--- config.mk ---
export PLATFORM = sky130hd
export DESIGN_NAME = packet_rate_policer
export DESIGN_NICKNAME = d
export VERILOG_FILES = /design/src/rtl/core/prp_pkg.sv /design/src/rtl/core/prp_div.sv /design/src/rtl/core/packet_rate_policer.sv
export SDC_FILE = /design/constraint.sdc
export NUM_CORES = 2
export LEC_CHECK = 0
export BUFFER_PORTS_ARGS = -buffer_cell sky130_fd_sc_hd__buf_2
export CAP_MARGIN = 25
export CORE_MARGIN = 2
export CORE_UTILIZATION = 50
export DETAILED_ROUTE_END_ITERATION = 16
export GPL_TIMING_DRIVEN = 0
export PLACE_DENSITY_LB_ADDON = 0.15
export SLEW_MARGIN = 15
export SYNTH_ARGS = -nofsm -noshare
export SYNTH_HDL_FRONTEND = slang
export SYNTH_SLANG_ARGS = --single-unit
--- constraint.sdc ---
create_clock -name clk -period 12.24 [get_ports clk]
set_input_delay 2.448 -clock clk [delete_from_list [all_inputs] [get_ports clk]]
set_output_delay 2.448 -clock clk [all_outputs]
set_load 0.01 [all_outputs]
--- src/rtl/core/prp_pkg.sv ---
// ============================================================================
// prp_pkg: shared definitions for the packet rate policer
// Widths, configuration register indexes, reset values and the sequencer
// state type of the policer, and the request types for its iterative divider.
// ============================================================================
package prp_pkg;

    // Field and register widths.
    localparam int ADDR_W   = 32;
    localparam int LEN_W    = 16;
    localparam int TICK_W   = 32;
    localparam int MODE_W   = 2;
    localparam int BYTES_W  = 27;
    localparam int WBYTES_W = 28;
    localparam int TPS_W    = 16;
    localparam int CFG_W    = 32;
    localparam int CFG_IDX_W = 3;

    // Refill product rate * elapsed, and the divider that scales it.
    localparam int DIVIDEND_W = BYTES_W + TICK_W;
    localparam int DIV_CNT_W  = $clog2(DIVIDEND_W);
    // Quotient is clamped to this width before it joins the bucket.
    localparam int QSAT_W     = BYTES_W + 1;
    localparam int TSUM_W     = QSAT_W + 1;

    // Configuration register indexes.
    localparam logic [CFG_IDX_W-1:0] CFG_TARGET_ADDR = 3'd0;
    localparam logic [CFG_IDX_W-1:0] CFG_LIMITER_MODE = 3'd1;
    localparam logic [CFG_IDX_W-1:0] CFG_RATE_BYTES = 3'd2;
    localparam logic [CFG_IDX_W-1:0] CFG_BURST_BYTES = 3'd3;
    localparam logic [CFG_IDX_W-1:0] CFG_TICKS_PER_SEC = 3'd4;

    // Limiter modes.
    localparam logic [MODE_W-1:0] MODE_PASS   = 2'd0;
    localparam logic [MODE_W-1:0] MODE_WINDOW = 2'd1;
    localparam logic [MODE_W-1:0] MODE_BUCKET = 2'd2;

    // Reset values.
    localparam logic [BYTES_W-1:0] RESET_RATE  = 27'd1250000;
    localparam logic [BYTES_W-1:0] RESET_BURST = 27'd25000;
    localparam logic [TPS_W-1:0]   RESET_TPS   = 16'd1000;

    // Policer sequencer states.
    typedef enum logic [2:0] {
        S_IDLE,
        S_WINDOW,
        S_MULT,
        S_DIV_START,
        S_DIV_WAIT,
        S_REFILL,
        S_SPEND,
        S_DONE
    } prp_state_t;

    // Request to the divider and its status back.
    typedef struct packed {
        logic                  start;
        logic [DIVIDEND_W-1:0] dividend;
        logic [TPS_W-1:0]      divisor;
    } prp_div_req_t;

    typedef struct packed {
        logic                  busy;
        logic                  done;
        logic [DIVIDEND_W-1:0] quotient;
    } prp_div_rsp_t;

endpackage

--- src/rtl/core/prp_div.sv ---
// ============================================================================
// prp_div: iterative unsigned divider
// Restoring shift-subtract division, one quotient bit per cycle. The
// quotient builds up in the dividend register as the dividend shifts out.
// ============================================================================
module prp_div (
    input  logic                  clk,
    input  logic                  rst_n,
    input  prp_pkg::prp_div_req_t req,
    output prp_pkg::prp_div_rsp_t rsp
);
    import prp_pkg::*;

    logic                  busy_reg;
    logic                  busy_next;
    logic                  done_reg;
    logic                  done_next;
    logic [DIV_CNT_W-1:0]  cnt_reg;
    logic [DIV_CNT_W-1:0]  cnt_next;
    logic [DIVIDEND_W-1:0] quo_reg;
    logic [DIVIDEND_W-1:0] quo_next;
    logic [TPS_W-1:0]      rem_reg;
    logic [TPS_W-1:0]      rem_next;
    logic [TPS_W-1:0]      dvs_reg;
    logic [TPS_W-1:0]      dvs_next;

    logic [TPS_W:0]        shifted;
    logic [TPS_W:0]        diff;
    logic                  fits;

    // One restoring step: bring down the next dividend bit and try to subtract.
    always_comb
    begin
        shifted = {rem_reg, quo_reg[DIVIDEND_W-1]};
        diff    = shifted - {1'b0, dvs_reg};
        fits    = shifted >= {1'b0, dvs_reg};
    end

    // Iteration control and datapath next values.
    always_comb
    begin
        busy_next = busy_reg;
        done_next = 1'b0;
        cnt_next  = cnt_reg;
        quo_next  = quo_reg;
        rem_next  = rem_reg;
        dvs_next  = dvs_reg;
        if (req.start && !busy_reg)
        begin
            busy_next = 1'b1;
            cnt_next  = DIV_CNT_W'(DIVIDEND_W - 1);
            quo_next  = req.dividend;
            rem_next  = '0;
            dvs_next  = req.divisor;
        end
        else if (busy_reg)
        begin
            quo_next = {quo_reg[DIVIDEND_W-2:0], fits};
            rem_next = fits ? diff[TPS_W-1:0] : shifted[TPS_W-1:0];
            cnt_next = cnt_reg - 1'b1;
            if (cnt_reg == '0)
            begin
                busy_next = 1'b0;
                done_next = 1'b1;
            end
        end
    end

    always_ff @(posedge clk or negedge rst_n)
    begin
        if (!rst_n)
        begin
            busy_reg <= 1'b0;
            done_reg <= 1'b0;
            cnt_reg  <= '0;
        end
        else
        begin
            busy_reg <= busy_next;
            done_reg <= done_next;
            cnt_reg  <= cnt_next;
        end
    end

    always_ff @(posedge clk)
    begin
        quo_reg <= quo_next;
        rem_reg <= rem_next;
        dvs_reg <= dvs_next;
    end

    assign rsp.busy     = busy_reg;
    assign rsp.done     = done_reg;
    assign rsp.quotient = quo_reg;

endmodule

--- src/rtl/core/packet_rate_policer.sv ---
// ============================================================================
// packet_rate_policer: per-source byte policer with window and token bucket
// Gives one accept/drop verdict per packet request; packets from the target
// source are policed by a fixed one-second window or by a token bucket.
// ============================================================================
// Sequence: unpoliced packets and mode pass go straight to the done state;
// window mode adds the window state, bucket mode the multiply, divider and
// refill and spend states. One request at a time: the next one is taken once
// the verdict is loaded; the bucket refill divides a 59-bit product one bit per cycle.
// Reset: registers take their documented reset values, the bucket is full
// at 25000 tokens, window and refill times are zero; no clearing pass.
module packet_rate_policer (
    input  logic                            clk,
    input  logic                            rst_n,
    input  logic                            cfg_we,
    input  logic [prp_pkg::CFG_IDX_W-1:0]   cfg_index,
    input  logic [prp_pkg::CFG_W-1:0]       cfg_wdata,
    input  logic                            in_valid,
    output logic                            in_stall,
    input  logic [prp_pkg::ADDR_W-1:0]      source_addr,
    input  logic [prp_pkg::LEN_W-1:0]       total_length,
    input  logic [prp_pkg::TICK_W-1:0]      now_ticks,
    output logic                            out_valid,
    input  logic                            out_stall,
    output logic                            drop
);
    import prp_pkg::*;

    // Configuration registers.
    logic [ADDR_W-1:0]   target_addr_reg;
    logic [MODE_W-1:0]   limiter_mode_reg;
    logic [BYTES_W-1:0]  rate_bytes_reg;
    logic [BYTES_W-1:0]  burst_bytes_reg;
    logic [TPS_W-1:0]    tps_reg;

    // Policer state.
    logic [TICK_W-1:0]   window_start_reg;
    logic [WBYTES_W-1:0] window_bytes_reg;
    logic [BYTES_W-1:0]  bucket_tokens_reg;
    logic [TICK_W-1:0]   last_refill_reg;

    // Per-request working registers.
    prp_state_t          state_reg;
    prp_state_t          state_next;
    logic [LEN_W-1:0]    len_reg;
    logic [TICK_W-1:0]   now_reg;
    logic [DIVIDEND_W-1:0] product_reg;
    logic                verdict_reg;
    logic                out_valid_reg;
    logic                drop_reg;

    // Sequencer outputs.
    logic                accept;
    logic                div_start;
    logic                load_out;

    prp_div_req_t        div_req;
    prp_div_rsp_t        div_rsp;

    logic                policed;
    logic [TPS_W-1:0]    tps_eff;
    logic [TICK_W-1:0]   window_end;
    logic [TICK_W-1:0]   window_diff;
    logic                window_open;
    logic [WBYTES_W-1:0] window_base;
    logic [WBYTES_W:0]   window_sum;
    logic                window_ok;
    logic [TICK_W-1:0]   elapsed;
    logic                add_nz;
    logic [QSAT_W-1:0]   add_sat;
    logic [TSUM_W-1:0]   refill_sum;
    logic                spend_ok;

    // Configuration writes.
    always_ff @(posedge clk or negedge rst_n)
    begin
        if (!rst_n)
        begin
            target_addr_reg  <= '0;
            limiter_mode_reg <= MODE_PASS;
            rate_bytes_reg   <= RESET_RATE;
            burst_bytes_reg  <= RESET_BURST;
            tps_reg          <= RESET_TPS;
        end
        else if (cfg_we)
        begin
            case (cfg_index)
                CFG_TARGET_ADDR:   target_addr_reg  <= cfg_wdata[ADDR_W-1:0];
                CFG_LIMITER_MODE:  limiter_mode_reg <= cfg_wdata[MODE_W-1:0];
                CFG_RATE_BYTES:    rate_bytes_reg   <= cfg_wdata[BYTES_W-1:0];
                CFG_BURST_BYTES:   burst_bytes_reg  <= cfg_wdata[BYTES_W-1:0];
                CFG_TICKS_PER_SEC: tps_reg          <= cfg_wdata[TPS_W-1:0];
                default: ;
            endcase
        end
    end

    // Match and derived constants.
    always_comb
    begin
        policed = (target_addr_reg != '0) && (source_addr == target_addr_reg);
        tps_eff = (tps_reg == '0) ? TPS_W'(1) : tps_reg;
    end

    // Window mode: a new window opens when now is strictly after start + tps.
    always_comb
    begin
        window_end  = window_start_reg + TICK_W'(tps_eff);
        window_diff = now_reg - window_end;
        window_open = (window_diff != '0) && !window_diff[TICK_W-1];
        window_base = window_open ? '0 : window_bytes_reg;
        window_sum  = {1'b0, window_base} + (WBYTES_W + 1)'(len_reg);
        window_ok   = window_sum <= (WBYTES_W + 1)'(rate_bytes_reg);
    end

    // Bucket mode: clamp the refill amount, then add it to the tokens.
    always_comb
    begin
        elapsed    = now_reg - last_refill_reg;
        add_nz     = |div_rsp.quotient;
        add_sat    = (|div_rsp.quotient[DIVIDEND_W-1:QSAT_W]) ? '1
                                                               : div_rsp.quotient[QSAT_W-1:0];
        refill_sum = TSUM_W'(bucket_tokens_reg) + TSUM_W'(add_sat);
        spend_ok   = bucket_tokens_reg >= BYTES_W'(len_reg);
    end

    // Next state.
    always_comb
    begin
        state_next = state_reg;
        case (state_reg)
            S_IDLE:
            begin
                if (in_valid)
                begin
                    if (policed && limiter_mode_reg == MODE_WINDOW)
                        state_next = S_WINDOW;
                    else if (policed && limiter_mode_reg == MODE_BUCKET)
                        state_next = S_MULT;
                    else
                        state_next = S_DONE;
                end
            end
            S_WINDOW:    state_next = S_DONE;
            S_MULT:      state_next = S_DIV_START;
            S_DIV_START: state_next = S_DIV_WAIT;
            S_DIV_WAIT:  state_next = div_rsp.done ? S_REFILL : S_DIV_WAIT;
            S_REFILL:    state_next = S_SPEND;
            S_SPEND:     state_next = S_DONE;
            S_DONE:      state_next = (!out_valid_reg || !out_stall) ? S_IDLE : S_DONE;
            default:     state_next = S_IDLE;
        endcase
    end

    // Sequencer outputs.
    always_comb
    begin
        in_stall  = 1'b1;
        div_start = 1'b0;
        load_out  = 1'b0;
        case (state_reg)
            S_IDLE:      in_stall  = 1'b0;
            S_DIV_START: div_start = 1'b1;
            S_DONE:      load_out  = !out_valid_reg || !out_stall;
            default: ;
        endcase
        accept = in_valid && !in_stall;
    end

    assign div_req.start    = div_start;
    assign div_req.dividend = product_reg;
    assign div_req.divisor  = tps_eff;

    prp_div u_div (
        .clk   (clk),
        .rst_n (rst_n),
        .req   (div_req),
        .rsp   (div_rsp)
    );

    // Control state and policer state.
    always_ff @(posedge clk or negedge rst_n)
    begin
        if (!rst_n)
        begin
            state_reg         <= S_IDLE;
            out_valid_reg     <= 1'b0;
            window_start_reg  <= '0;
            window_bytes_reg  <= '0;
            bucket_tokens_reg <= RESET_BURST;
            last_refill_reg   <= '0;
        end
        else
        begin
            state_reg <= state_next;
            if (load_out)
                out_valid_reg <= 1'b1;
            else if (!out_stall)
                out_valid_reg <= 1'b0;

            if (state_reg == S_WINDOW)
            begin
                if (window_open)
                    window_start_reg <= now_reg;
                // A packet that fits is counted; otherwise a new window starts empty.
                if (window_ok)
                    window_bytes_reg <= window_sum[WBYTES_W-1:0];
                else if (window_open)
                    window_bytes_reg <= '0;
            end

            // Refill only when tokens were added; the clamp may also lower them.
            if (state_reg == S_REFILL && add_nz)
            begin
                last_refill_reg <= now_reg;
                if (refill_sum > TSUM_W'(burst_bytes_reg))
                    bucket_tokens_reg <= burst_bytes_reg;
                else
                    bucket_tokens_reg <= refill_sum[BYTES_W-1:0];
            end

            if (state_reg == S_SPEND && spend_ok)
                bucket_tokens_reg <= bucket_tokens_reg - BYTES_W'(len_reg);
        end
    end

    // Request payload, refill product and verdict.
    always_ff @(posedge clk)
    begin
        if (accept)
        begin
            len_reg     <= total_length;
            now_reg     <= now_ticks;
            verdict_reg <= 1'b0;
        end
        if (state_reg == S_MULT)
            product_reg <= DIVIDEND_W'(rate_bytes_reg) * DIVIDEND_W'(elapsed);
        if (state_reg == S_WINDOW)
            verdict_reg <= !window_ok;
        if (state_reg == S_SPEND)
            verdict_reg <= !spend_ok;
        if (load_out)
            drop_reg <= verdict_reg;
    end

    assign out_valid = out_valid_reg;
    assign drop      = drop_reg;

    // The divider only finishes while the sequencer waits for it.
    assert property (@(posedge clk) disable iff (!rst_n)
        div_rsp.done |-> state_reg == S_DIV_WAIT)
        else $error("divider finished outside the wait state");

    // A new verdict appears only from the final state of a request.
    assert property (@(posedge clk) disable iff (!rst_n)
        $rose(out_valid) |-> $past(state_reg) == S_DONE)
        else $error("verdict raised without a finished request");

    // An accepted request blocks the input until it has been handled.
    assert property (@(posedge clk) disable iff (!rst_n)
        (in_valid && !in_stall) |=> in_stall)
        else $error("input reopened right after a request");

    // The divider is never started while it is still busy.
    assert property (@(posedge clk) disable iff (!rst_n)
        div_start |-> !div_rsp.busy)
        else $error("divider started while busy");

endmodule
==> results.txt <==
----------------------------------------------------
[Run status]
  Run status ... finished clean

[Synthesis]
  Sequential-to-total area share from yosys stat ... a little over a fifth
  Number of synthesized flops with an enable pin ... about 180
  Largest area contributor in the netlist ... fa_1
  Share of synthesized cell area in and, or, nand and nor gates ... 15.4%
  Average cell area after synthesis ... between 9 and 10 um^2
  Area fraction of the dominant cell type after synthesis ... between 20% and 30%
  XOR/XNOR Fraction of Synth Area ... about 3.2%
  Top_reg_cell synth ... dfrtp_1
  Fraction of the mapped netlist area in compound gates ... about a tenth
  Netlist cell types ... 96
  Synthesized-area fraction occupied by adder cells ... 38.3%
  Share of cell area taken by muxes after synthesis ... around 2.4%
  #FFs+latches synth ... 435
  Share of async-settable or async-resettable flops after synthesis ... 54.0%
  Post-synthesis cell area ... about 54000 um^2
  Largest family of logic cells by synthesized area ... adder cells
  Number of synthesis warnings ... 0
  Cell types occupying the most area after synthesis ... fa_1 (29%), edfxtp_1 (10%), dfrtp_1 (9.8%), ha_1 (9.5%), nand2_1 (7.3%)
  Synthesized instance count ... 5826
  Total nets after synthesis ... a little over 7k

[Setup path]
  Slowest-stage cell, CP ... clkbuf_1
  CP top delay family ... adder cells
  Category of the worst setup path launch point ... register
  Worst Path Class, Setup ... register to register
  Category of the worst setup path capture point ... register
  Number of buffer and inverter stages on the critical path ... 7
  Worst path max stage delay ... roughly 850 ps
  Data required time at the worst endpoint ... 12600 ps
  Critical path's most frequent cell ... fa_1
  Arrival time of data at the critical path endpoint ... approximately 12000 ps
  Critical path peak fanout ... 10

[Clock network]
  Clock transition at the registers of the reported paths ... ~60 ps
  Number of levels the H-tree was split into ... 2
  Clock insertion delay at the later pin of the skew report ... roughly 640 ps
  Number of sinks handled by clock tree synthesis ... 435
  CTS Root Buffer Type ... clkbuf_16
  Num CTS Buffers ... 50
  Worst-case clock buffer depth ... 3
  Clock tree from TritonCTS ... yes
  Number of post-CTS setup repair buffers ... 0

[Timing]
  Time the final worst path needs with I/O delays and setup ... 11820 ps
  Measured slew at the worst slew-check pin ... 1120 ps
  Ratio of final minimum period to clock period ... a little over nine tenths
  Max Clock Skew ... approximately 44 ps
  Max frequency ... roughly 0.085 GHz
  Total count of max-transition violations in the final report ... 0
  Final-report hold violation count ... 0
  Smallest setup slack after layout ... between 400 and 500 ps
  Worst rel slew slack ... between 20% and 30%
  Count of endpoints failing setup in the final report ... 0
  Setup repair after global routing missed its margin ... false
  Setup TNS after final layout ... 0 ps

[Global routing]
  GRT Util Overall ... a little under a third
  Gr ovfl total ... 0
  Wire length of the first global-routing pass ... 250000 um
  Largest net degree at the start of global routing ... 89
  Number of antenna violations at the first check in global routing ... 9
  Via count of the first global-routing pass ... approximately 42k

[Min path]
  Class of the worst hold path ... register to register

[Drt]
  Ratio of routed vias to standard cells ... between 5 and 6
  DRT Pass-1 Iters ... 6
  DRC violation count after routing ... 0
  Vias ... about 42k
  DRT antenna net count ... 0
  Average detailed-routed wire length per instance ... approximately 22 um
  Detailed Route Iter0 Violations ... around 3.3k
  Final routed wirelength across all metal layers ... about 160000 um

[Placed design]
  Worst setup slack before clock tree synthesis ... roughly 180 ps
  Port Buffer Count ... 122
  Placer Congestion ... around 0.97
  DPL Wire Length ... 137000 um

[Die]
  Boundary Pins ... between 100 and 150
  Die Footprint ... approximately 110000 um^2
  Area of the placeable core ... about 110000 um^2
  Die outline width ... 331 um
  Chip height ... about 330 um
  Starting density of the core ... between 50% and 60%
  Number of rows created at floorplan ... between 100 and 150

[Finish]
  Net count of the finished layout ... approximately 7.3k
  Synth-to-Final Area Change ... 8.38%
  Fill count ... roughly 9.9k
  Layout cells sized above 1 ... about 7.1%

[Job]
  Max-capacitance violation count ... 0

----------------------------------------------------
layout by cell type, fill, tap and decap left out, drive strengths merged, types with 17 or more instances in the layout:
cell type  Yosys  layout
xnor2        142     142
a21oi        216     216
xor2          55      55
buf           26     171
nand2       1047    1047
mux2i         17      17
and2         194     194
mux2          97      97
fa           770     770
nand4         43      43
dfrtp        209     209
o211ai        28      28
a22o          17      17
ha           407     407
or3           44      44
and3          20      20
nor2b         48      48
dfstp         26      26
o21ai        215     215
nor3          44      44
clkbuf       223     287
a21o          88      88
a211oi        22      22
o21bai        19      19
nand3         62      62
a31oi         18      18
nor4          39      39
inv         1039    1042
clkinv         1      19
nand2b        39      39
edfxtp       184     184
nor2         180     180
o21a          32      32
area by class of cell:
cell class	count	area, um^2	area share, %
timing repair buffer	146	913	1.57
clock buffer	64	1360	2.35
inverter	1040	3910	6.73
clock inverter	27	270	0.466
antenna	5	12.5	0.0216
buffer	248	986	1.70
multi-input combinational	4102	37000	63.9
sequential	435	11800	20.3
tap	1403	1760	3.03
worst reg2reg max path: cells and delay by family, from the launching register on:
family / cells / cell delay [ps]
compound gates: 18 / 4560
xor+xnor: 2 / 240
fa+ha+maj: 10 / 4560
buf+inv: 7 / 1370
flops: 1 / 440
simple gates: 2 / 390
metal layers:
layer / GRT usage (%) / vias to the layer above / wire (um)
met5: 0 / - / 67
met4: 14.3 / 8 / 9420
met3: 4.10 / 339 / 11500
met2: 49.3 / 1450 / 75600
met1: 40.4 / 21100 / 67100
li1: - / 19000 / -
cells in the mapped netlist, types with 48 or more instances:
library cell,n
edfxtp_1,184
a21o_1,88
nand2_1,1047
xor2_1,55
and2_1,193
clkbuf_1,223
mux2_2,95
xnor2_1,142
a21oi_1,216
nand3_1,62
dfrtp_1,209
ha_1,407
nor2_1,179
fa_1,770
nor2b_1,48
o21ai_0,211
inv_1,1039
stage by stage:
stage / hold WS, ps / instances / area (um^2) / util (%)
finish: 444 / 7470 / 58000 / 54.4
global route: 457 / 7465 / 58000 / 54.4
CTS: 451 / 7465 / 58000 / 54.4
detailed placement: 437 / 7374 / 56300 / 52.9
global placement: 444 / 7351 / 55900 / 52.4
floorplan: 400 / 5826 / 53500 / -
worst paths after layout:
| path | start | end | slack [ps] | cells after the start |
|---|---|---|---|---|
| min in group asynchronous | rst_n | bucket_tokens_reg[15] | 1770 | 1 |
| setup reg to reg | now_reg[0] | product_reg[56] | 420 | 39 |
| hold / removal | verdict_reg | drop | 440 | 0 |
| hold reg to reg | verdict_reg | drop | 440 | 0 |
| setup / recovery | now_reg[0] | product_reg[56] | 420 | 39 |
| max in group asynchronous | rst_n | last_refill_reg[29] | 9120 | 3 |
what timing repair did:
action	4_1_cts	5_1_grt
setup endpoints to repair	0	12
endpoints found under the hold margin	0	0
hold buffers	0	0
gates resized for setup	0	11
cell families (layout without fill, tap and decap cells):
kind of cell    after synthesis  count (layout)
compound gates              803             803
other cells                   0               5
mux                         114             114
flops                       435             435
fa+ha+maj                  1177            1177
xor+xnor                    197             197
simple gates               1811            1811
buf+inv                    1289            1525
Power is left out: the tool's default activity adds up to more than one toggle a clock period on the data nets, which glitch-free logic cannot reach.
